`src/hdl/glr_pkg.sv`:
```
// ============================================================================
// glr_pkg: shared types and constants for the glyph run layout block
// Field widths, character codes, register indexes, the character class and
// the vertex step sequence used by the front end, back end and top level.
// ============================================================================
package glr_pkg;

    // Field widths of the input item, the result item and the registers.
    localparam int CODE_W      = 8;
    localparam int OFS_W       = 16;
    localparam int SIZE_W      = 15;
    localparam int TEX_W       = 12;
    localparam int UV_W        = 13;
    localparam int ADV_W       = 16;
    localparam int CHAR_SIZE_W = 10;
    localparam int SPACE_W     = 16;
    localparam int LINE_W      = 17;
    localparam int CFG_INDEX_W = 2;
    localparam int CFG_DATA_W  = 17;

    // A tab advances by four space widths.
    localparam int TAB_SHIFT = 2;

    // Character codes that move the pen without drawing.
    localparam logic [CODE_W-1:0] CHAR_SPACE   = 8'd32;
    localparam logic [CODE_W-1:0] CHAR_TAB     = 8'd9;
    localparam logic [CODE_W-1:0] CHAR_NEWLINE = 8'd10;

    // Register values after reset.
    localparam logic [CHAR_SIZE_W-1:0] CHAR_SIZE_RESET = 10'd16;
    localparam logic [SPACE_W-1:0]     SPACE_RESET     = 16'd256;
    localparam logic [LINE_W-1:0]      LINE_RESET      = 17'd1216;

    // Register indexes on the configuration port.
    typedef enum logic [CFG_INDEX_W-1:0] {
        REG_CHAR_SIZE     = 2'd0,
        REG_SPACE_ADVANCE = 2'd1,
        REG_LINE_SPACING  = 2'd2
    } cfg_reg_t;

    // Character class decided by the front end.
    typedef enum logic [1:0] {
        CLS_GLYPH,
        CLS_SPACE,
        CLS_TAB,
        CLS_NEWLINE
    } char_class_t;

    // Output sequence of the back end: two triangles, then the bounds record.
    typedef enum logic [2:0] {
        STEP_TL,
        STEP_TR,
        STEP_BL,
        STEP_BL_DUP,
        STEP_TR_DUP,
        STEP_BR,
        STEP_BOUNDS
    } vtx_step_t;

    // Sort a character byte into its class.
    function automatic char_class_t classify(input logic [CODE_W-1:0] code);
        char_class_t cls;
        case (code)
            CHAR_SPACE:   cls = CLS_SPACE;
            CHAR_TAB:     cls = CLS_TAB;
            CHAR_NEWLINE: cls = CLS_NEWLINE;
            default:      cls = CLS_GLYPH;
        endcase
        return cls;
    endfunction

endpackage

```
`src/hdl/glr_fifo.sv`:
```
// ============================================================================
// glr_fifo: small queue between the layout front end and back end
// First-word-fall-through queue; the head entry is visible while valid.
// ============================================================================
module glr_fifo #(
    parameter int WIDTH = 8,
    parameter int DEPTH = 4
) (
    input  logic             aclk,
    input  logic             aresetn,
    input  logic             in_valid,
    output logic             in_ready,
    input  logic [WIDTH-1:0] in_data,
    output logic             out_valid,
    input  logic             out_ready,
    output logic [WIDTH-1:0] out_data
);
    localparam int AW = $clog2(DEPTH);

    logic [WIDTH-1:0] entry_reg [DEPTH];
    logic [AW:0]      wr_ptr_reg;
    logic [AW:0]      wr_ptr_next;
    logic [AW:0]      rd_ptr_reg;
    logic [AW:0]      rd_ptr_next;
    logic             full;
    logic             empty;
    logic             push;
    logic             pop;

    // Full when the pointers differ only in the wrap bit.
    assign full  = (wr_ptr_reg[AW] != rd_ptr_reg[AW]) &&
                   (wr_ptr_reg[AW-1:0] == rd_ptr_reg[AW-1:0]);
    assign empty = (wr_ptr_reg == rd_ptr_reg);

    assign in_ready  = !full;
    assign out_valid = !empty;
    assign push      = in_valid && !full;
    assign pop       = out_ready && !empty;
    assign out_data  = entry_reg[rd_ptr_reg[AW-1:0]];

    // Pointer advance.
    always_comb begin
        wr_ptr_next = push ? wr_ptr_reg + 1'b1 : wr_ptr_reg;
        rd_ptr_next = pop ? rd_ptr_reg + 1'b1 : rd_ptr_reg;
    end

    always_ff @(posedge aclk) begin
        if (!aresetn) begin
            wr_ptr_reg <= '0;
            rd_ptr_reg <= '0;
        end else begin
            wr_ptr_reg <= wr_ptr_next;
            rd_ptr_reg <= rd_ptr_next;
        end
    end

    // Entry storage is written on each accepted transfer.
    always_ff @(posedge aclk) begin
        if (push) begin
            entry_reg[wr_ptr_reg[AW-1:0]] <= in_data;
        end
    end

endmodule

```
`src/hdl/glr_front.sv`:
```
// ============================================================================
// glr_front: character intake and pen tracking
// Takes one character, applies kerning, classifies it, moves the pen and
// hands a work entry (quad corners or bounds candidates) to the queue.
// ============================================================================
module glr_front #(
    parameter int                            COORD_WIDTH = 24,
    parameter logic signed [COORD_WIDTH-1:0] RESET_COORD = '0
) (
    input  logic                                 aclk,
    input  logic                                 aresetn,
    input  logic                                 s_valid,
    output logic                                 s_ready,
    input  logic [glr_pkg::CODE_W-1:0]           s_char_code,
    input  logic signed [glr_pkg::OFS_W-1:0]     s_kerning,
    input  logic signed [glr_pkg::OFS_W-1:0]     s_glyph_left,
    input  logic signed [glr_pkg::OFS_W-1:0]     s_glyph_top,
    input  logic [glr_pkg::SIZE_W-1:0]           s_glyph_width,
    input  logic [glr_pkg::SIZE_W-1:0]           s_glyph_height,
    input  logic [glr_pkg::TEX_W-1:0]            s_tex_left,
    input  logic [glr_pkg::TEX_W-1:0]            s_tex_top,
    input  logic [glr_pkg::TEX_W-1:0]            s_tex_width,
    input  logic [glr_pkg::TEX_W-1:0]            s_tex_height,
    input  logic [glr_pkg::ADV_W-1:0]            s_glyph_advance,
    input  logic                                 s_last_char,
    input  logic [glr_pkg::SPACE_W-1:0]          space_advance,
    input  logic [glr_pkg::LINE_W-1:0]           line_spacing,
    input  logic signed [COORD_WIDTH-1:0]        reset_coord,
    output logic                                 q_valid,
    input  logic                                 q_ready,
    output logic [4*COORD_WIDTH+4*glr_pkg::UV_W+1:0] q_data
);
    import glr_pkg::*;

    // Working width leaves headroom for every sum before saturation.
    localparam int WW = COORD_WIDTH + 4;
    localparam logic signed [WW-1:0] SAT_MAX = {{5{1'b0}}, {(COORD_WIDTH-1){1'b1}}};
    localparam logic signed [WW-1:0] SAT_MIN = {{5{1'b1}}, {(COORD_WIDTH-1){1'b0}}};

    typedef struct packed {
        logic                          glyph;
        logic                          last;
        logic signed [COORD_WIDTH-1:0] x_lo;
        logic signed [COORD_WIDTH-1:0] y_lo;
        logic signed [COORD_WIDTH-1:0] x_hi;
        logic signed [COORD_WIDTH-1:0] y_hi;
        logic [UV_W-1:0]               u1;
        logic [UV_W-1:0]               v1;
        logic [UV_W-1:0]               u2;
        logic [UV_W-1:0]               v2;
    } entry_t;

    function automatic logic signed [COORD_WIDTH-1:0] sat_coord(
        input logic signed [WW-1:0] v
    );
        logic signed [COORD_WIDTH-1:0] r;
        if (v > SAT_MAX) begin
            r = SAT_MAX[COORD_WIDTH-1:0];
        end else if (v < SAT_MIN) begin
            r = SAT_MIN[COORD_WIDTH-1:0];
        end else begin
            r = v[COORD_WIDTH-1:0];
        end
        return r;
    endfunction

    function automatic logic signed [WW-1:0] ext_coord(
        input logic signed [COORD_WIDTH-1:0] c
    );
        return {{(WW-COORD_WIDTH){c[COORD_WIDTH-1]}}, c};
    endfunction

    // Held character, filled at intake and retired when the queue takes its entry.
    logic                          busy_reg;
    logic                          busy_next;
    char_class_t                   cls_reg;
    logic signed [COORD_WIDTH-1:0] px1_reg;
    logic signed [OFS_W-1:0]       gl_reg;
    logic signed [OFS_W-1:0]       gt_reg;
    logic signed [OFS_W:0]         glw_reg;
    logic signed [OFS_W:0]         gth_reg;
    logic [ADV_W-1:0]              adv_reg;
    logic [UV_W-1:0]               u1_reg;
    logic [UV_W-1:0]               v1_reg;
    logic [UV_W-1:0]               u2_reg;
    logic [UV_W-1:0]               v2_reg;
    logic                          last_reg;

    // Pen position.
    logic signed [COORD_WIDTH-1:0] pen_x_reg;
    logic signed [COORD_WIDTH-1:0] pen_x_next;
    logic signed [COORD_WIDTH-1:0] pen_y_reg;
    logic signed [COORD_WIDTH-1:0] pen_y_next;

    logic                          accept;
    logic                          push;
    logic signed [COORD_WIDTH-1:0] px1_in;
    logic signed [OFS_W:0]         glw_in;
    logic signed [OFS_W:0]         gth_in;
    logic signed [WW-1:0]          pxa;
    logic signed [WW-1:0]          pya;
    logic signed [COORD_WIDTH-1:0] pxn;
    logic signed [COORD_WIDTH-1:0] pyn;
    entry_t                        entry;

    // One character is held until the queue takes its entry: kerning first, then the move.
    assign s_ready = !busy_reg;
    assign accept  = s_valid && s_ready;
    assign q_valid = busy_reg;
    assign push    = busy_reg && q_ready;

    // Intake: kerned pen position and the far box edges relative to the pen.
    always_comb begin
        px1_in = sat_coord(ext_coord(pen_x_reg) +
                           {{(WW-OFS_W){s_kerning[OFS_W-1]}}, s_kerning});
        glw_in = $signed({s_glyph_left[OFS_W-1], s_glyph_left}) +
                 $signed({2'b00, s_glyph_width});
        gth_in = $signed({s_glyph_top[OFS_W-1], s_glyph_top}) +
                 $signed({2'b00, s_glyph_height});
    end

    always_ff @(posedge aclk) begin
        if (accept) begin
            cls_reg  <= classify(s_char_code);
            px1_reg  <= px1_in;
            gl_reg   <= s_glyph_left;
            gt_reg   <= s_glyph_top;
            glw_reg  <= glw_in;
            gth_reg  <= gth_in;
            adv_reg  <= s_glyph_advance;
            u1_reg   <= {1'b0, s_tex_left};
            v1_reg   <= {1'b0, s_tex_top};
            u2_reg   <= {1'b0, s_tex_left} + {1'b0, s_tex_width};
            v2_reg   <= {1'b0, s_tex_top} + {1'b0, s_tex_height};
            last_reg <= s_last_char;
        end
    end

    // Hold stage: move the pen and build the work entry.
    always_comb begin
        pxa         = ext_coord(px1_reg);
        pya         = ext_coord(pen_y_reg);
        pxn         = px1_reg;
        pyn         = pen_y_reg;
        entry       = '0;
        entry.last  = last_reg;
        entry.glyph = 1'b0;
        entry.x_lo  = px1_reg;
        entry.y_lo  = pen_y_reg;
        case (cls_reg)
            CLS_SPACE: begin
                pxn = sat_coord(pxa + {{(WW-SPACE_W){1'b0}}, space_advance});
            end
            CLS_TAB: begin
                pxn = sat_coord(pxa +
                      ({{(WW-SPACE_W){1'b0}}, space_advance} <<< TAB_SHIFT));
            end
            CLS_NEWLINE: begin
                pxn = '0;
                pyn = sat_coord(pya + {{(WW-LINE_W){1'b0}}, line_spacing});
            end
            default: begin
                pxn         = sat_coord(pxa + {{(WW-ADV_W){1'b0}}, adv_reg});
                entry.glyph = 1'b1;
                entry.x_lo  = sat_coord(pxa + {{(WW-OFS_W){gl_reg[OFS_W-1]}}, gl_reg});
                entry.y_lo  = sat_coord(pya + {{(WW-OFS_W){gt_reg[OFS_W-1]}}, gt_reg});
                entry.u1    = u1_reg;
                entry.v1    = v1_reg;
                entry.u2    = u2_reg;
                entry.v2    = v2_reg;
            end
        endcase
        // Specials report the pen after the move as their upper bound.
        if (cls_reg == CLS_GLYPH) begin
            entry.x_hi = sat_coord(pxa + {{(WW-OFS_W-1){glw_reg[OFS_W]}}, glw_reg});
            entry.y_hi = sat_coord(pya + {{(WW-OFS_W-1){gth_reg[OFS_W]}}, gth_reg});
        end else begin
            entry.x_hi = pxn;
            entry.y_hi = pyn;
        end
    end

    assign q_data = entry;

    // Pen and hold state; the string end puts the pen back at its start.
    always_comb begin
        busy_next  = busy_reg;
        pen_x_next = pen_x_reg;
        pen_y_next = pen_y_reg;
        if (push) begin
            busy_next = 1'b0;
            if (last_reg) begin
                pen_x_next = '0;
                pen_y_next = reset_coord;
            end else begin
                pen_x_next = pxn;
                pen_y_next = pyn;
            end
        end
        if (accept) begin
            busy_next = 1'b1;
        end
    end

    always_ff @(posedge aclk) begin
        if (!aresetn) begin
            busy_reg  <= 1'b0;
            pen_x_reg <= '0;
            pen_y_reg <= RESET_COORD;
        end else begin
            busy_reg  <= busy_next;
            pen_x_reg <= pen_x_next;
            pen_y_reg <= pen_y_next;
        end
    end

endmodule

```
`src/hdl/glr_back.sv`:
```
// ============================================================================
// glr_back: vertex and bounds record generator
// Takes work entries from the queue, keeps the running bounds and emits six
// vertex records per glyph and a bounds record at the end of the string.
// ============================================================================
module glr_back #(
    parameter int                            COORD_WIDTH = 24,
    parameter logic signed [COORD_WIDTH-1:0] RESET_COORD = '0
) (
    input  logic                                     aclk,
    input  logic                                     aresetn,
    input  logic                                     q_valid,
    output logic                                     q_ready,
    input  logic [4*COORD_WIDTH+4*glr_pkg::UV_W+1:0] q_data,
    input  logic signed [COORD_WIDTH-1:0]            reset_coord,
    output logic                                     m_valid,
    input  logic                                     m_ready,
    output logic signed [COORD_WIDTH-1:0]            m_vertex_x,
    output logic signed [COORD_WIDTH-1:0]            m_vertex_y,
    output logic [glr_pkg::UV_W-1:0]                 m_tex_u,
    output logic [glr_pkg::UV_W-1:0]                 m_tex_v,
    output logic                                     m_is_bounds,
    output logic signed [COORD_WIDTH-1:0]            m_bound_x,
    output logic signed [COORD_WIDTH-1:0]            m_bound_y,
    output logic signed [COORD_WIDTH-1:0]            m_bound_w,
    output logic signed [COORD_WIDTH-1:0]            m_bound_h,
    output logic                                     m_last_of_run
);
    import glr_pkg::*;

    localparam int WW = COORD_WIDTH + 4;
    localparam logic signed [WW-1:0] SAT_MAX = {{5{1'b0}}, {(COORD_WIDTH-1){1'b1}}};
    localparam logic signed [WW-1:0] SAT_MIN = {{5{1'b1}}, {(COORD_WIDTH-1){1'b0}}};

    typedef struct packed {
        logic                          glyph;
        logic                          last;
        logic signed [COORD_WIDTH-1:0] x_lo;
        logic signed [COORD_WIDTH-1:0] y_lo;
        logic signed [COORD_WIDTH-1:0] x_hi;
        logic signed [COORD_WIDTH-1:0] y_hi;
        logic [UV_W-1:0]               u1;
        logic [UV_W-1:0]               v1;
        logic [UV_W-1:0]               u2;
        logic [UV_W-1:0]               v2;
    } entry_t;

    function automatic logic signed [COORD_WIDTH-1:0] sat_diff(
        input logic signed [COORD_WIDTH-1:0] hi,
        input logic signed [COORD_WIDTH-1:0] lo
    );
        logic signed [WW-1:0]          d;
        logic signed [COORD_WIDTH-1:0] r;
        d = {{(WW-COORD_WIDTH){hi[COORD_WIDTH-1]}}, hi} -
            {{(WW-COORD_WIDTH){lo[COORD_WIDTH-1]}}, lo};
        if (d > SAT_MAX) begin
            r = SAT_MAX[COORD_WIDTH-1:0];
        end else if (d < SAT_MIN) begin
            r = SAT_MIN[COORD_WIDTH-1:0];
        end else begin
            r = d[COORD_WIDTH-1:0];
        end
        return r;
    endfunction

    entry_t                        q_entry;
    entry_t                        cur_reg;
    entry_t                        cur_next;
    logic                          cur_valid_reg;
    logic                          cur_valid_next;
    vtx_step_t                     step_reg;
    vtx_step_t                     step_next;

    logic signed [COORD_WIDTH-1:0] min_x_reg;
    logic signed [COORD_WIDTH-1:0] min_y_reg;
    logic signed [COORD_WIDTH-1:0] max_x_reg;
    logic signed [COORD_WIDTH-1:0] max_y_reg;
    logic signed [COORD_WIDTH-1:0] min_x_next;
    logic signed [COORD_WIDTH-1:0] min_y_next;
    logic signed [COORD_WIDTH-1:0] max_x_next;
    logic signed [COORD_WIDTH-1:0] max_y_next;
    logic signed [COORD_WIDTH-1:0] base_min_x;
    logic signed [COORD_WIDTH-1:0] base_min_y;
    logic signed [COORD_WIDTH-1:0] base_max_x;
    logic signed [COORD_WIDTH-1:0] base_max_y;

    logic                          m_valid_reg;
    logic                          m_valid_next;
    logic signed [COORD_WIDTH-1:0] vx_reg;
    logic signed [COORD_WIDTH-1:0] vy_reg;
    logic [UV_W-1:0]               u_reg;
    logic [UV_W-1:0]               v_reg;
    logic                          is_bounds_reg;
    logic signed [COORD_WIDTH-1:0] bx_reg;
    logic signed [COORD_WIDTH-1:0] by_reg;
    logic signed [COORD_WIDTH-1:0] bw_reg;
    logic signed [COORD_WIDTH-1:0] bh_reg;
    logic                          lor_reg;

    logic signed [COORD_WIDTH-1:0] rec_vx;
    logic signed [COORD_WIDTH-1:0] rec_vy;
    logic [UV_W-1:0]               rec_u;
    logic [UV_W-1:0]               rec_v;
    logic                          rec_bounds;
    logic                          rec_lor;

    logic                          out_free;
    logic                          emit;
    logic                          cur_done;
    logic                          take;
    logic                          pop;
    logic                          bnd_clear;

    assign q_entry = entry_t'(q_data);

    // Handshake between queue, current entry and output register.
    assign out_free  = !m_valid_reg || m_ready;
    assign emit      = cur_valid_reg && out_free;
    assign cur_done  = emit && (((step_reg == STEP_BR) && !cur_reg.last) ||
                                (step_reg == STEP_BOUNDS));
    assign take      = !cur_valid_reg || cur_done;
    assign q_ready   = take;
    assign pop       = q_valid && take;
    assign bnd_clear = emit && (step_reg == STEP_BOUNDS);

    // Step sequencing of the current entry.
    always_comb begin
        cur_next       = cur_reg;
        cur_valid_next = cur_valid_reg;
        step_next      = step_reg;
        if (pop) begin
            cur_next = q_entry;
            if (q_entry.glyph) begin
                cur_valid_next = 1'b1;
                step_next      = STEP_TL;
            end else begin
                // A special character only produces a record at string end.
                cur_valid_next = q_entry.last;
                step_next      = STEP_BOUNDS;
            end
        end else if (cur_done) begin
            cur_valid_next = 1'b0;
        end else if (emit) begin
            case (step_reg)
                STEP_TL:     step_next = STEP_TR;
                STEP_TR:     step_next = STEP_BL;
                STEP_BL:     step_next = STEP_BL_DUP;
                STEP_BL_DUP: step_next = STEP_TR_DUP;
                STEP_TR_DUP: step_next = STEP_BR;
                default:     step_next = STEP_BOUNDS;
            endcase
        end
    end

    always_ff @(posedge aclk) begin
        cur_reg <= cur_next;
    end

    always_ff @(posedge aclk) begin
        if (!aresetn) begin
            cur_valid_reg <= 1'b0;
            step_reg      <= STEP_TL;
        end else begin
            cur_valid_reg <= cur_valid_next;
            step_reg      <= step_next;
        end
    end

    // Running bounds: cleared after the bounds record, widened on each entry.
    always_comb begin
        if (bnd_clear) begin
            base_min_x = reset_coord;
            base_min_y = reset_coord;
            base_max_x = '0;
            base_max_y = '0;
        end else begin
            base_min_x = min_x_reg;
            base_min_y = min_y_reg;
            base_max_x = max_x_reg;
            base_max_y = max_y_reg;
        end
        min_x_next = base_min_x;
        min_y_next = base_min_y;
        max_x_next = base_max_x;
        max_y_next = base_max_y;
        if (pop) begin
            min_x_next = (q_entry.x_lo < base_min_x) ? q_entry.x_lo : base_min_x;
            min_y_next = (q_entry.y_lo < base_min_y) ? q_entry.y_lo : base_min_y;
            max_x_next = (q_entry.x_hi > base_max_x) ? q_entry.x_hi : base_max_x;
            max_y_next = (q_entry.y_hi > base_max_y) ? q_entry.y_hi : base_max_y;
        end
    end

    always_ff @(posedge aclk) begin
        if (!aresetn) begin
            min_x_reg <= RESET_COORD;
            min_y_reg <= RESET_COORD;
            max_x_reg <= '0;
            max_y_reg <= '0;
        end else begin
            min_x_reg <= min_x_next;
            min_y_reg <= min_y_next;
            max_x_reg <= max_x_next;
            max_y_reg <= max_y_next;
        end
    end

    // Record selection: corner order TL, TR, BL, BL, TR, BR.
    always_comb begin
        rec_vx     = cur_reg.x_lo;
        rec_vy     = cur_reg.y_lo;
        rec_u      = cur_reg.u1;
        rec_v      = cur_reg.v1;
        rec_bounds = 1'b0;
        rec_lor    = 1'b0;
        case (step_reg)
            STEP_TL: begin
                rec_vx = cur_reg.x_lo;
                rec_vy = cur_reg.y_lo;
            end
            STEP_TR, STEP_TR_DUP: begin
                rec_vx = cur_reg.x_hi;
                rec_u  = cur_reg.u2;
            end
            STEP_BL, STEP_BL_DUP: begin
                rec_vy = cur_reg.y_hi;
                rec_v  = cur_reg.v2;
            end
            STEP_BR: begin
                rec_vx  = cur_reg.x_hi;
                rec_vy  = cur_reg.y_hi;
                rec_u   = cur_reg.u2;
                rec_v   = cur_reg.v2;
                rec_lor = !cur_reg.last;
            end
            default: begin
                rec_vx     = '0;
                rec_vy     = '0;
                rec_u      = '0;
                rec_v      = '0;
                rec_bounds = 1'b1;
                rec_lor    = 1'b1;
            end
        endcase
    end

    // Output register.
    always_comb begin
        m_valid_next = m_valid_reg;
        if (emit) begin
            m_valid_next = 1'b1;
        end else if (m_ready) begin
            m_valid_next = 1'b0;
        end
    end

    always_ff @(posedge aclk) begin
        if (!aresetn) begin
            m_valid_reg <= 1'b0;
        end else begin
            m_valid_reg <= m_valid_next;
        end
    end

    always_ff @(posedge aclk) begin
        if (emit) begin
            vx_reg        <= rec_vx;
            vy_reg        <= rec_vy;
            u_reg         <= rec_u;
            v_reg         <= rec_v;
            is_bounds_reg <= rec_bounds;
            lor_reg       <= rec_lor;
            if (rec_bounds) begin
                bx_reg <= min_x_reg;
                by_reg <= min_y_reg;
                bw_reg <= sat_diff(max_x_reg, min_x_reg);
                bh_reg <= sat_diff(max_y_reg, min_y_reg);
            end else begin
                bx_reg <= '0;
                by_reg <= '0;
                bw_reg <= '0;
                bh_reg <= '0;
            end
        end
    end

    assign m_valid       = m_valid_reg;
    assign m_vertex_x    = vx_reg;
    assign m_vertex_y    = vy_reg;
    assign m_tex_u       = u_reg;
    assign m_tex_v       = v_reg;
    assign m_is_bounds   = is_bounds_reg;
    assign m_bound_x     = bx_reg;
    assign m_bound_y     = by_reg;
    assign m_bound_w     = bw_reg;
    assign m_bound_h     = bh_reg;
    assign m_last_of_run = lor_reg;

endmodule

```
`src/hdl/glyph_run_layout.sv`:
```
// ============================================================================
// glyph_run_layout: text string layout into textured quads
// Records of a character pass the front end hold, the work queue, the back end
// current entry and the output register. One record per cycle while m_ready is
// high; a glyph gives six vertex records, plus a bounds record if it ends the
// string. The front end holds one character at a time: kerning, then advance add.
// Reset is synchronous: pen, bounds and registers return to their defaults.
// ============================================================================
module glyph_run_layout #(
    parameter int FRAC_BITS   = 6,
    parameter int COORD_WIDTH = 24,
    parameter int QUEUE_DEPTH = 4
) (
    input  logic                                 aclk,
    input  logic                                 aresetn,
    input  logic                                 cfg_valid,
    output logic                                 cfg_ready,
    input  logic [glr_pkg::CFG_INDEX_W-1:0]      cfg_index,
    input  logic [glr_pkg::CFG_DATA_W-1:0]       cfg_data,
    input  logic                                 s_valid,
    output logic                                 s_ready,
    input  logic [glr_pkg::CODE_W-1:0]           s_char_code,
    input  logic signed [glr_pkg::OFS_W-1:0]     s_kerning,
    input  logic signed [glr_pkg::OFS_W-1:0]     s_glyph_left,
    input  logic signed [glr_pkg::OFS_W-1:0]     s_glyph_top,
    input  logic [glr_pkg::SIZE_W-1:0]           s_glyph_width,
    input  logic [glr_pkg::SIZE_W-1:0]           s_glyph_height,
    input  logic [glr_pkg::TEX_W-1:0]            s_tex_left,
    input  logic [glr_pkg::TEX_W-1:0]            s_tex_top,
    input  logic [glr_pkg::TEX_W-1:0]            s_tex_width,
    input  logic [glr_pkg::TEX_W-1:0]            s_tex_height,
    input  logic [glr_pkg::ADV_W-1:0]            s_glyph_advance,
    input  logic                                 s_last_char,
    output logic                                 m_valid,
    input  logic                                 m_ready,
    output logic signed [COORD_WIDTH-1:0]        m_vertex_x,
    output logic signed [COORD_WIDTH-1:0]        m_vertex_y,
    output logic [glr_pkg::UV_W-1:0]             m_tex_u,
    output logic [glr_pkg::UV_W-1:0]             m_tex_v,
    output logic                                 m_is_bounds,
    output logic signed [COORD_WIDTH-1:0]        m_bound_x,
    output logic signed [COORD_WIDTH-1:0]        m_bound_y,
    output logic signed [COORD_WIDTH-1:0]        m_bound_w,
    output logic signed [COORD_WIDTH-1:0]        m_bound_h,
    output logic                                 m_last_of_run
);
    import glr_pkg::*;

    localparam int ENTRY_W = 4 * COORD_WIDTH + 4 * UV_W + 2;

    // Start baseline for the reset value of the character size, saturated.
    localparam longint C_RAW = longint'(CHAR_SIZE_RESET) << FRAC_BITS;
    localparam longint C_MAX = (longint'(1) << (COORD_WIDTH - 1)) - 1;
    localparam longint C_SAT = (C_RAW > C_MAX) ? C_MAX : C_RAW;
    localparam logic signed [COORD_WIDTH-1:0] RESET_COORD = COORD_WIDTH'(C_SAT);

    logic [CHAR_SIZE_W-1:0]        char_size_reg;
    logic [SPACE_W-1:0]            space_advance_reg;
    logic [LINE_W-1:0]             line_spacing_reg;
    logic [COORD_WIDTH-1:0]        size_shifted;
    logic                          size_over;
    logic signed [COORD_WIDTH-1:0] reset_coord;

    logic                          fq_valid;
    logic                          fq_ready;
    logic [ENTRY_W-1:0]            fq_data;
    logic                          bq_valid;
    logic                          bq_ready;
    logic [ENTRY_W-1:0]            bq_data;

    // Configuration registers; every write transfer is taken at once.
    assign cfg_ready = 1'b1;

    always_ff @(posedge aclk) begin
        if (!aresetn) begin
            char_size_reg     <= CHAR_SIZE_RESET;
            space_advance_reg <= SPACE_RESET;
            line_spacing_reg  <= LINE_RESET;
        end else if (cfg_valid) begin
            case (cfg_reg_t'(cfg_index))
                REG_CHAR_SIZE:     char_size_reg     <= cfg_data[CHAR_SIZE_W-1:0];
                REG_SPACE_ADVANCE: space_advance_reg <= cfg_data[SPACE_W-1:0];
                REG_LINE_SPACING:  line_spacing_reg  <= cfg_data[LINE_W-1:0];
                default: begin
                end
            endcase
        end
    end

    // Start baseline from the current character size, saturated.
    assign size_shifted = COORD_WIDTH'(char_size_reg) << FRAC_BITS;
    assign size_over    = (char_size_reg >> (COORD_WIDTH - 1 - FRAC_BITS)) != '0;
    assign reset_coord  = size_over ? {1'b0, {(COORD_WIDTH-1){1'b1}}} : size_shifted;

    // Front end: intake, classification and pen movement.
    glr_front #(
        .COORD_WIDTH (COORD_WIDTH),
        .RESET_COORD (RESET_COORD)
    ) u_front (
        .aclk            (aclk),
        .aresetn         (aresetn),
        .s_valid         (s_valid),
        .s_ready         (s_ready),
        .s_char_code     (s_char_code),
        .s_kerning       (s_kerning),
        .s_glyph_left    (s_glyph_left),
        .s_glyph_top     (s_glyph_top),
        .s_glyph_width   (s_glyph_width),
        .s_glyph_height  (s_glyph_height),
        .s_tex_left      (s_tex_left),
        .s_tex_top       (s_tex_top),
        .s_tex_width     (s_tex_width),
        .s_tex_height    (s_tex_height),
        .s_glyph_advance (s_glyph_advance),
        .s_last_char     (s_last_char),
        .space_advance   (space_advance_reg),
        .line_spacing    (line_spacing_reg),
        .reset_coord     (reset_coord),
        .q_valid         (fq_valid),
        .q_ready         (fq_ready),
        .q_data          (fq_data)
    );

    // Work queue between the two halves.
    glr_fifo #(
        .WIDTH (ENTRY_W),
        .DEPTH (QUEUE_DEPTH)
    ) u_queue (
        .aclk      (aclk),
        .aresetn   (aresetn),
        .in_valid  (fq_valid),
        .in_ready  (fq_ready),
        .in_data   (fq_data),
        .out_valid (bq_valid),
        .out_ready (bq_ready),
        .out_data  (bq_data)
    );

    // Back end: record generation and running bounds.
    glr_back #(
        .COORD_WIDTH (COORD_WIDTH),
        .RESET_COORD (RESET_COORD)
    ) u_back (
        .aclk          (aclk),
        .aresetn       (aresetn),
        .q_valid       (bq_valid),
        .q_ready       (bq_ready),
        .q_data        (bq_data),
        .reset_coord   (reset_coord),
        .m_valid       (m_valid),
        .m_ready       (m_ready),
        .m_vertex_x    (m_vertex_x),
        .m_vertex_y    (m_vertex_y),
        .m_tex_u       (m_tex_u),
        .m_tex_v       (m_tex_v),
        .m_is_bounds   (m_is_bounds),
        .m_bound_x     (m_bound_x),
        .m_bound_y     (m_bound_y),
        .m_bound_w     (m_bound_w),
        .m_bound_h     (m_bound_h),
        .m_last_of_run (m_last_of_run)
    );

    // The front end takes no new character while it still holds one.
    a_front_hold: assert property (@(posedge aclk) disable iff (!aresetn)
        s_valid && s_ready |=> !s_ready)
        else $error("front end took a character while still holding one");

    // A bounds record always closes the results of its character.
    a_bounds_last: assert property (@(posedge aclk) disable iff (!aresetn)
        m_valid && m_is_bounds |-> m_last_of_run)
        else $error("bounds record without last_of_run");

    // After reset no record is pending and the front end is open.
    a_reset_clear: assert property (@(posedge aclk)
        !aresetn |=> !m_valid && s_ready)
        else $error("block not idle after reset");

endmodule

```
`config.mk`:
```
export PLATFORM = sky130hd
export DESIGN_NAME = glyph_run_layout
export DESIGN_NICKNAME = d
export VERILOG_FILES = /design/src/hdl/glr_pkg.sv /design/src/hdl/glr_fifo.sv /design/src/hdl/glr_front.sv /design/src/hdl/glr_back.sv /design/src/hdl/glyph_run_layout.sv
export SDC_FILE = /design/constraint.sdc
export NUM_CORES = 2
export LEC_CHECK = 0
export ABC_CLOCK_PERIOD_IN_PS = 19100
export BUFFER_PORTS_ARGS = -buffer_cell sky130_fd_sc_hd__buf_2
export CORE_AREA = 5 5 384 386
export CTS_BUF_LIST = sky130_fd_sc_hd__clkbuf_4
export DETAILED_ROUTE_END_ITERATION = 6
export DIE_AREA = 0 0 389 391
export PLACE_DENSITY_LB_ADDON = 0.1
export REMOVE_ABC_BUFFERS = 1
export SLEW_MARGIN = 25
export SYNTH_ARGS = -nofsm -noshare
export SYNTH_HDL_FRONTEND = slang
export SYNTH_SLANG_ARGS = --single-unit
```
`constraint.sdc`:
```
create_clock -name aclk -period 19.1 [get_ports aclk]
set_clock_uncertainty 0.05 [all_clocks]
set_input_delay 4.775 -clock aclk [delete_from_list [all_inputs] [get_ports aclk]]
set_output_delay 4.775 -clock aclk [all_outputs]
set_load 0.05 [all_outputs]
```
## Word level (Yosys, flattened, before mapping)

Memories as Yosys holds them, arrays and structs flattened. A register that Yosys moved wholly into a read port is not among the register bits.
Index checks and enable logic that the tools add are counted.
Widths: inputs -> output; s select.

| storage, ports and cells | value |
|---|---|
| bits in registers | 679 |
| memory bits (writable) | 596 |
| word-level logic and storage cells | 211 |
| memories | 1 |

Memory list:

| memory | depth | width | read ports | clocked after Yosys merged registers in | write ports | line | text |
|---|---|---|---|---|---|---|---|
| u_queue.entry_reg | 4 | 149 | 1 | 1 | 1 | glr_fifo.sv:20 | `logic [WIDTH-1:0] entry_reg [DEPTH];` |

| operators by class | value |
|---|---|
| $add $sub $neg | 17 |
| $lt $le $gt $ge | 26 |
| equal/unequal tests | 18 |
| muxes and demuxes | 64 |
| reductions and logical operators | 37 |

Operator list:

| cell | count |
|---|---|
| $mux 24 | 34 |
| $gt 28x24->1 const B | 11 |
| $lt 28x24->1 const B | 11 |
| $add 24x17->25 | 4 |
| $mux 48 | 2 |
| $pmux 24 s2 | 2 |
| $add 24x16->25 | 3 |
| $pmux 24 s3 | 1 |
| $pmux 13 s2 | 2 |
| $mux 51 | 1 |
| $sub 24x24->25 | 2 |
| $gt 24x24->1 | 2 |
| $lt 24x24->1 | 2 |
| $mux 23 | 2 |
| $add 16x16->17 | 2 |
| $add 12x12->13 | 2 |
| $add 24x18->25 | 1 |
| $add 24x19->25 | 1 |
| $eq 8x4->1 const B | 2 |
| $pmux 3 s5 | 1 |
| $reduce_or 3->1 | 5 |
| $reduce_or 7->1 | 2 |
| $mux 3 | 4 |
| $mux 1 | 11 |
| other kinds (23) | 52 |

## Logic depth before layout (Yosys ltp)

| logic depth | value |
|---|---|
| depth in word-level cells | 8 |
| depth in mapped cells | 19 |

## Hierarchy

Synthesis repeated with hierarchy kept, for this count alone.

| unflattened totals | value |
|---|---|
| cells, all modules | 5281 |
| area, all modules | 65604.2 um^2 |

Modules (own cells, without submodules):

| module | instances | cells each | area an instance (um^2) | sequential area each (um^2) |
|---|---|---|---|---|
| glr_fifo | 1 | 852 | 22201.3 | 18177.4 |
| glr_front | 1 | 2496 | 21349.2 | 5755.5 |
| glr_back | 1 | 1761 | 20353.3 | 11661.2 |
| glyph_run_layout | 1 | 172 | 1700.4 | 860.8 |

## Worst setup path after synthesis

OpenSTA, ideal clock, no wires.

| timing path | value |
|---|---|
| path kind | input-to-reg |
| start | input port m_ready |
| end | register u_back.max_x_reg[10] |
| arrival | 15.705 ns |
| data required time | 18.924 ns |
| setup slack | 3.219 ns |
| stages | 11 |
| buffers on the path | 3 |
| cell sequence | nor2b_1 > nor2b_1 > clkbuf_1 > nand3_1 > nand2_1 > and2_1 > buf_1 > o211a_1 > o21ai_1 > buf_2 > mux2i_1 |

| on the way | value |
|---|---|
| elaborated cells on any way between the ends | 10 |

RTL lines:

| item | line | text |
|---|---|---|
| start: declaration | glyph_run_layout.sv:35 | `input logic m_ready,` |
| $logic_or 1x1->1 | glr_back.sv:117 | `assign out_free = !m_valid_reg \|\| m_ready;` |
| $logic_and 1x1->1 | glr_back.sv:118 | `assign emit = cur_valid_reg && out_free;` |
| named net u_back.emit | glr_back.sv:108 | `logic emit;` |
| $logic_and 1x1->1 | glr_back.sv:119 | `assign cur_done = emit && (((step_reg == STEP_BR) && !cur_reg.last) \|\|` |
| $logic_or 1x1->1 | glr_back.sv:121 | `assign take = !cur_valid_reg \|\| cur_done;` |
| $logic_and 1x1->1 | glr_back.sv:123 | `assign pop = q_valid && take;` |
| named net u_back.pop | glr_back.sv:111 | `logic pop;` |
| $mux 24 | glr_back.sv:186 | `if (pop) begin` |
| end signal: assignment | glr_back.sv:203 | `max_x_reg <= max_x_next;` |
| end: declaration | glr_back.sv:76 | `logic signed [COORD_WIDTH-1:0] max_x_reg;` |

The timed path passes the listed nets, and every way through them passes these cells.
A chain may end at the register's enable or synchronous reset.

## Worst setup path in the final report

| timing path | value |
|---|---|
| start | input port m_ready |
| end | register u_back.min_x_reg[10] |

| on the way | value |
|---|---|
| cells in the longest elaborated chain, start to end | 7 |
| elaborated cells on any way between the ends | 10 |

RTL lines:

| item | line | text |
|---|---|---|
| $logic_or 1x1->1 * | glr_back.sv:117 |  |
| $logic_and 1x1->1 * | glr_back.sv:118 |  |
| $logic_and 1x1->1 | glr_back.sv:124 | `assign bnd_clear = emit && (step_reg == STEP_BOUNDS);` |
| $mux 24 | glr_back.sv:171 | `if (bnd_clear) begin` |
| $lt 24x24->1 | glr_back.sv:187 | `min_x_next = (q_entry.x_lo < base_min_x) ? q_entry.x_lo : base_min_x;` |
| $mux 24 | glr_back.sv:187 |  |
| $mux 24 * | glr_back.sv:186 |  |
| end signal: assignment | glr_back.sv:201 | `min_x_reg <= min_x_next;` |
| end: declaration | glr_back.sv:74 | `logic signed [COORD_WIDTH-1:0] min_x_reg;` |

Mark *: on every way between the ends. The rest lies on a longest branch, timed or not.

==> results.py <==
metrics = {
    "floorplan": {
        "rows": 139,
        "design.portCount": 350,
        "initial_core_util": 0.448,
        "dieArea_mm2": 0.152,
        "coreArea_mm2": 0.143,
        "die_h_um": 391,
        "chipWidth_um": 389,
    },
    "cells_and_area": {
        "nets": 6292,
        "fin_util": 0.505,
        "area_delta_synth_final_pct": 12.7,
        "drive_above_1_share": 0.194,
        "largest_register_ffs": 592,
        "fill_cells": 12895,
        "fin_area_mm2": 0.0723,
    },
    "power": {
        "p_per_area_mw_per_mm2": 148,
        "leakage_nw": 27.3,
        "vdd_drop_max_uv": 115,
        "finalPower_mw": 10.7,
    },
    "route": {
        "drtPass1Iterations": 6,
        "wl_per_cell_um": 22.7,
        "top_layer_used": "met5",
        "via_per_inst": 5.64,
        "drtIter0Drc": 3535,
        "finalWirelength_mm": 179,
        "drt_drc_violations_left": 0,
        "ant_nets": 0,
        "dr_wl_met3_mm": 13.2,
        "vias": 44386,
        "dr_wl_met2_mm": 77.1,
        "met1_length_mm": 83.1,
    },
    "timing": {
        "max_freq_ghz": 0.118,
        "rsz0062_at_grt": "no",
        "setup_viol": 0,
        "finalCritPeriodShare": 0.445,
        "relSlewSlack": 0.196,
        "maxSlewViolCount": 0,
        "period_minus_slack_ns": 8.50,
        "hold_viol": 0,
        "hold_slack_ns": 0.417,
        "fin_tns_setup_ns": 0,
        "worst_pin_slew_ns": 1.19,
    },
    "yosys": {
        "yosysUniqueCellTypes": 99,
        "synth_area_mm2": 0.0642,
        "yosysSeqAreaShare": 0.563,
        "ys_ff_latch": 1271,
        "synth_enable_flop_cells": 1070,
        "syn_avg_cell_area_um2": 12.4,
        "synthArstFlopShare": 0,
        "synth_ff_type": "edfxtp_1",
        "ys_warn_count": 0,
        "netlist_instances": 5173,
    },
    "cts": {
        "post_cts_buffers": 0,
        "ctsResizeCount": 0,
        "clk_latency_ns": 1.31,
        "clk_path_buf_depth": 4,
        "cts_tree": "yes",
        "path_clk_slew_ns": 0.06,
        "htreeDepth": 5,
        "cts_made_buffers": 353,
        "numClockSinks": 1271,
        "cts_hold_buf": 0,
        "root_buffer": "clkbuf_4",
    },
    "run_status": {
        "status": "complete, no violations",
    },
    "placement": {
        "placed_area_mm2": 0.0680,
        "gp_congestion": 0.917,
        "io_buffers": 348,
        "dp_hpwl_mm": 127,
    },
    "setup_path": {
        "slowest_delay_ns": 0.83,
        "endpoint": "u_back.min_x_reg[10]",
        "cp.depth": 16,
        "cp_common_cell": "a21o_1",
        "crit_type": "in2reg",
        "r2r-end": "u_back.min_x_reg[10]",
        "crit_required_ns": 20.16,
        "critical_path.startpoint_type": "input pin",
        "worst-path-buf-inv": 2,
        "critPathMaxFanout": 91,
        "arrival_ns": 9.56,
        "rrSetupSlack_ns": 13.45,
        "r2r-start": "u_back.step_reg[2]",
        "crit_chain": "buf_2 > nor2b_1 > nor2b_4 > nand2_4 > buf_4 > a21oi_1 > ha_1 > a21o_1 > a21o_1 > a21o_1 > a211oi_1 > o21ai_0 > a211oi_1 > mux2_2 > nor3b_1 > a31oi_1",
        "critPathLaunch": "m_ready",
        "path_delay_family": "compound AO/OA/AOI/OAI gates",
        "critPathSlowestCell": "buf_4",
        "reg2reg_depth": 16,
        "cp-end-kind": "flip-flop",
    },
    "grt": {
        "grt_pass1_wl_mm": 266,
        "grt_max_degree": 154,
        "antenna_found_initial": 14,
        "grt_pass1_vias": 43613,
        "grt-ovfl-total": 0,
        "grt.total_usage": 0.230,
    },
    "run": {
        "drv_cap": 0,
    },
    "min_path": {
        "hold_class": "reg2reg",
    },
}
how the worst min path moves through the flow:
stage / from / end / cells after the start
finish: u_front.pen_x_reg[10] / u_front.pen_x_reg[10] / 2
detailed placement: u_front.pen_x_reg[10] / u_front.pen_x_reg[10] / 2
global route: u_queue.rd_ptr_reg[1] / flip-flop / 2
CTS: u_front.pen_x_reg[10] / u_front.pen_x_reg[10] / 2
floorplan: u_front.pen_x_reg[22] / u_front.pen_x_reg[22] / 2
global placement: u_front.pen_x_reg[10] / u_front.pen_x_reg[10] / 2
placed cells by master, fill, tap and decap left out, types with 54 or more instances in the layout:
master and n:
edfxtp_1 1070, clkbuf_4 514, nand2_1 482, ha_1 386, buf_2 347, a21oi_1 295
nor2_1 284, o21ai_0 272, dfxtp_1 199, xnor2_1 161, inv_1 160, mux4_2 148
a21o_1 118, nand3_1 116, and2_1 90, xor2_1 77, a22o_1 77, mux2i_1 67
nand4_1 67, nor3_1 62, clkinv_1 60, nor2b_1 54, o21a_1 54
power by group:
part           switching, mW  leakage (nW)  total [mW]  internal, mW
combinational           2.75          13.1        4.33          1.58
clock                   1.10          2.56        2.37          1.26
sequential             0.297          11.6        4.02          3.72
total                   4.15          27.3        10.7          6.57
metal layers:
layer / vias to the layer above / track usage
li1: 21102 / -
met1: 21496 / 0.335
met2: 1470 / 0.338
met3: 310 / 0.0573
met4: 8 / 0.0771
met5: - / 0
metrics by stage:
step	setup slack, ns	cells
after floorplan	-6.50	4959
after global placement	9.21	7262
after detailed placement	9.27	7263
after CTS	10.69	7855
after global routing	10.37	7867
final	10.60	7873
cells by family after synthesis:
family	synth area share
other	0.0000584
multiplexers	0.0633
flip-flops	0.563
buffers and inverters	0.0231
AND/OR/NAND/NOR	0.0998
XOR/XNOR	0.0327
adder cells (fa/ha/maj)	0.0832
AO/OA/AOI/OAI	0.134
cell usage after synthesis, types with 48 or more instances:
cell | count | area share
mux2i_1 | 67 | 0.010
inv_1 | 160 | 0.0094
a21o_1 | 118 | 0.014
nand3_1 | 116 | 0.0090
a21boi_0 | 48 | 0.0056
clkbuf_1 | 152 | 0.0089
and2_1 | 95 | 0.0093
a21oi_1 | 296 | 0.023
nor2_1 | 288 | 0.017
xor2_1 | 77 | 0.011
nand2b_1 | 51 | 0.0050
a22o_1 | 77 | 0.011
edfxtp_1 | 1070 | 0.50
ha_1 | 386 | 0.075
o21a_1 | 54 | 0.0063
nor2b_1 | 57 | 0.0056
dfxtp_1 | 201 | 0.063
nand4_1 | 67 | 0.0065
nor3_1 | 62 | 0.0048
nand2_1 | 485 | 0.028
mux4_2 | 148 | 0.052
o21ai_0 | 275 | 0.021
xnor2_1 | 161 | 0.022
area by class of cell:
class / instances / area, µm² / area share
well taps: 1903 / 2380 / 0.0329
diodes: 17 / 42.5 / 0.000588
clock buffers: 514 / 3860 / 0.0534
inverters: 163 / 612 / 0.00846
flip-flops and latches: 1271 / 36200 / 0.500
clock inverters: 78 / 392 / 0.00541
multi-input cells: 3525 / 26700 / 0.369
repair buffers: 402 / 2190 / 0.0303
worst register-to-register path, stage by stage, from the launching register on:
cell and delay [ns]:
dfxtp_1 0.46, nand2_2 0.11, buf_4 0.51, nor2_1 0.16, nand2_4 0.60, buf_4 0.84, a21oi_1 0.23, ha_1 0.34
a21o_1 0.16, a21o_1 0.17, a21o_1 0.17, a211oi_1 0.22, o21ai_0 0.16, a211oi_1 0.28, mux2_2 0.66, nor3b_1 0.30
a31oi_1 0.06
No activity file was read; power rests on OpenSTA's default activity.
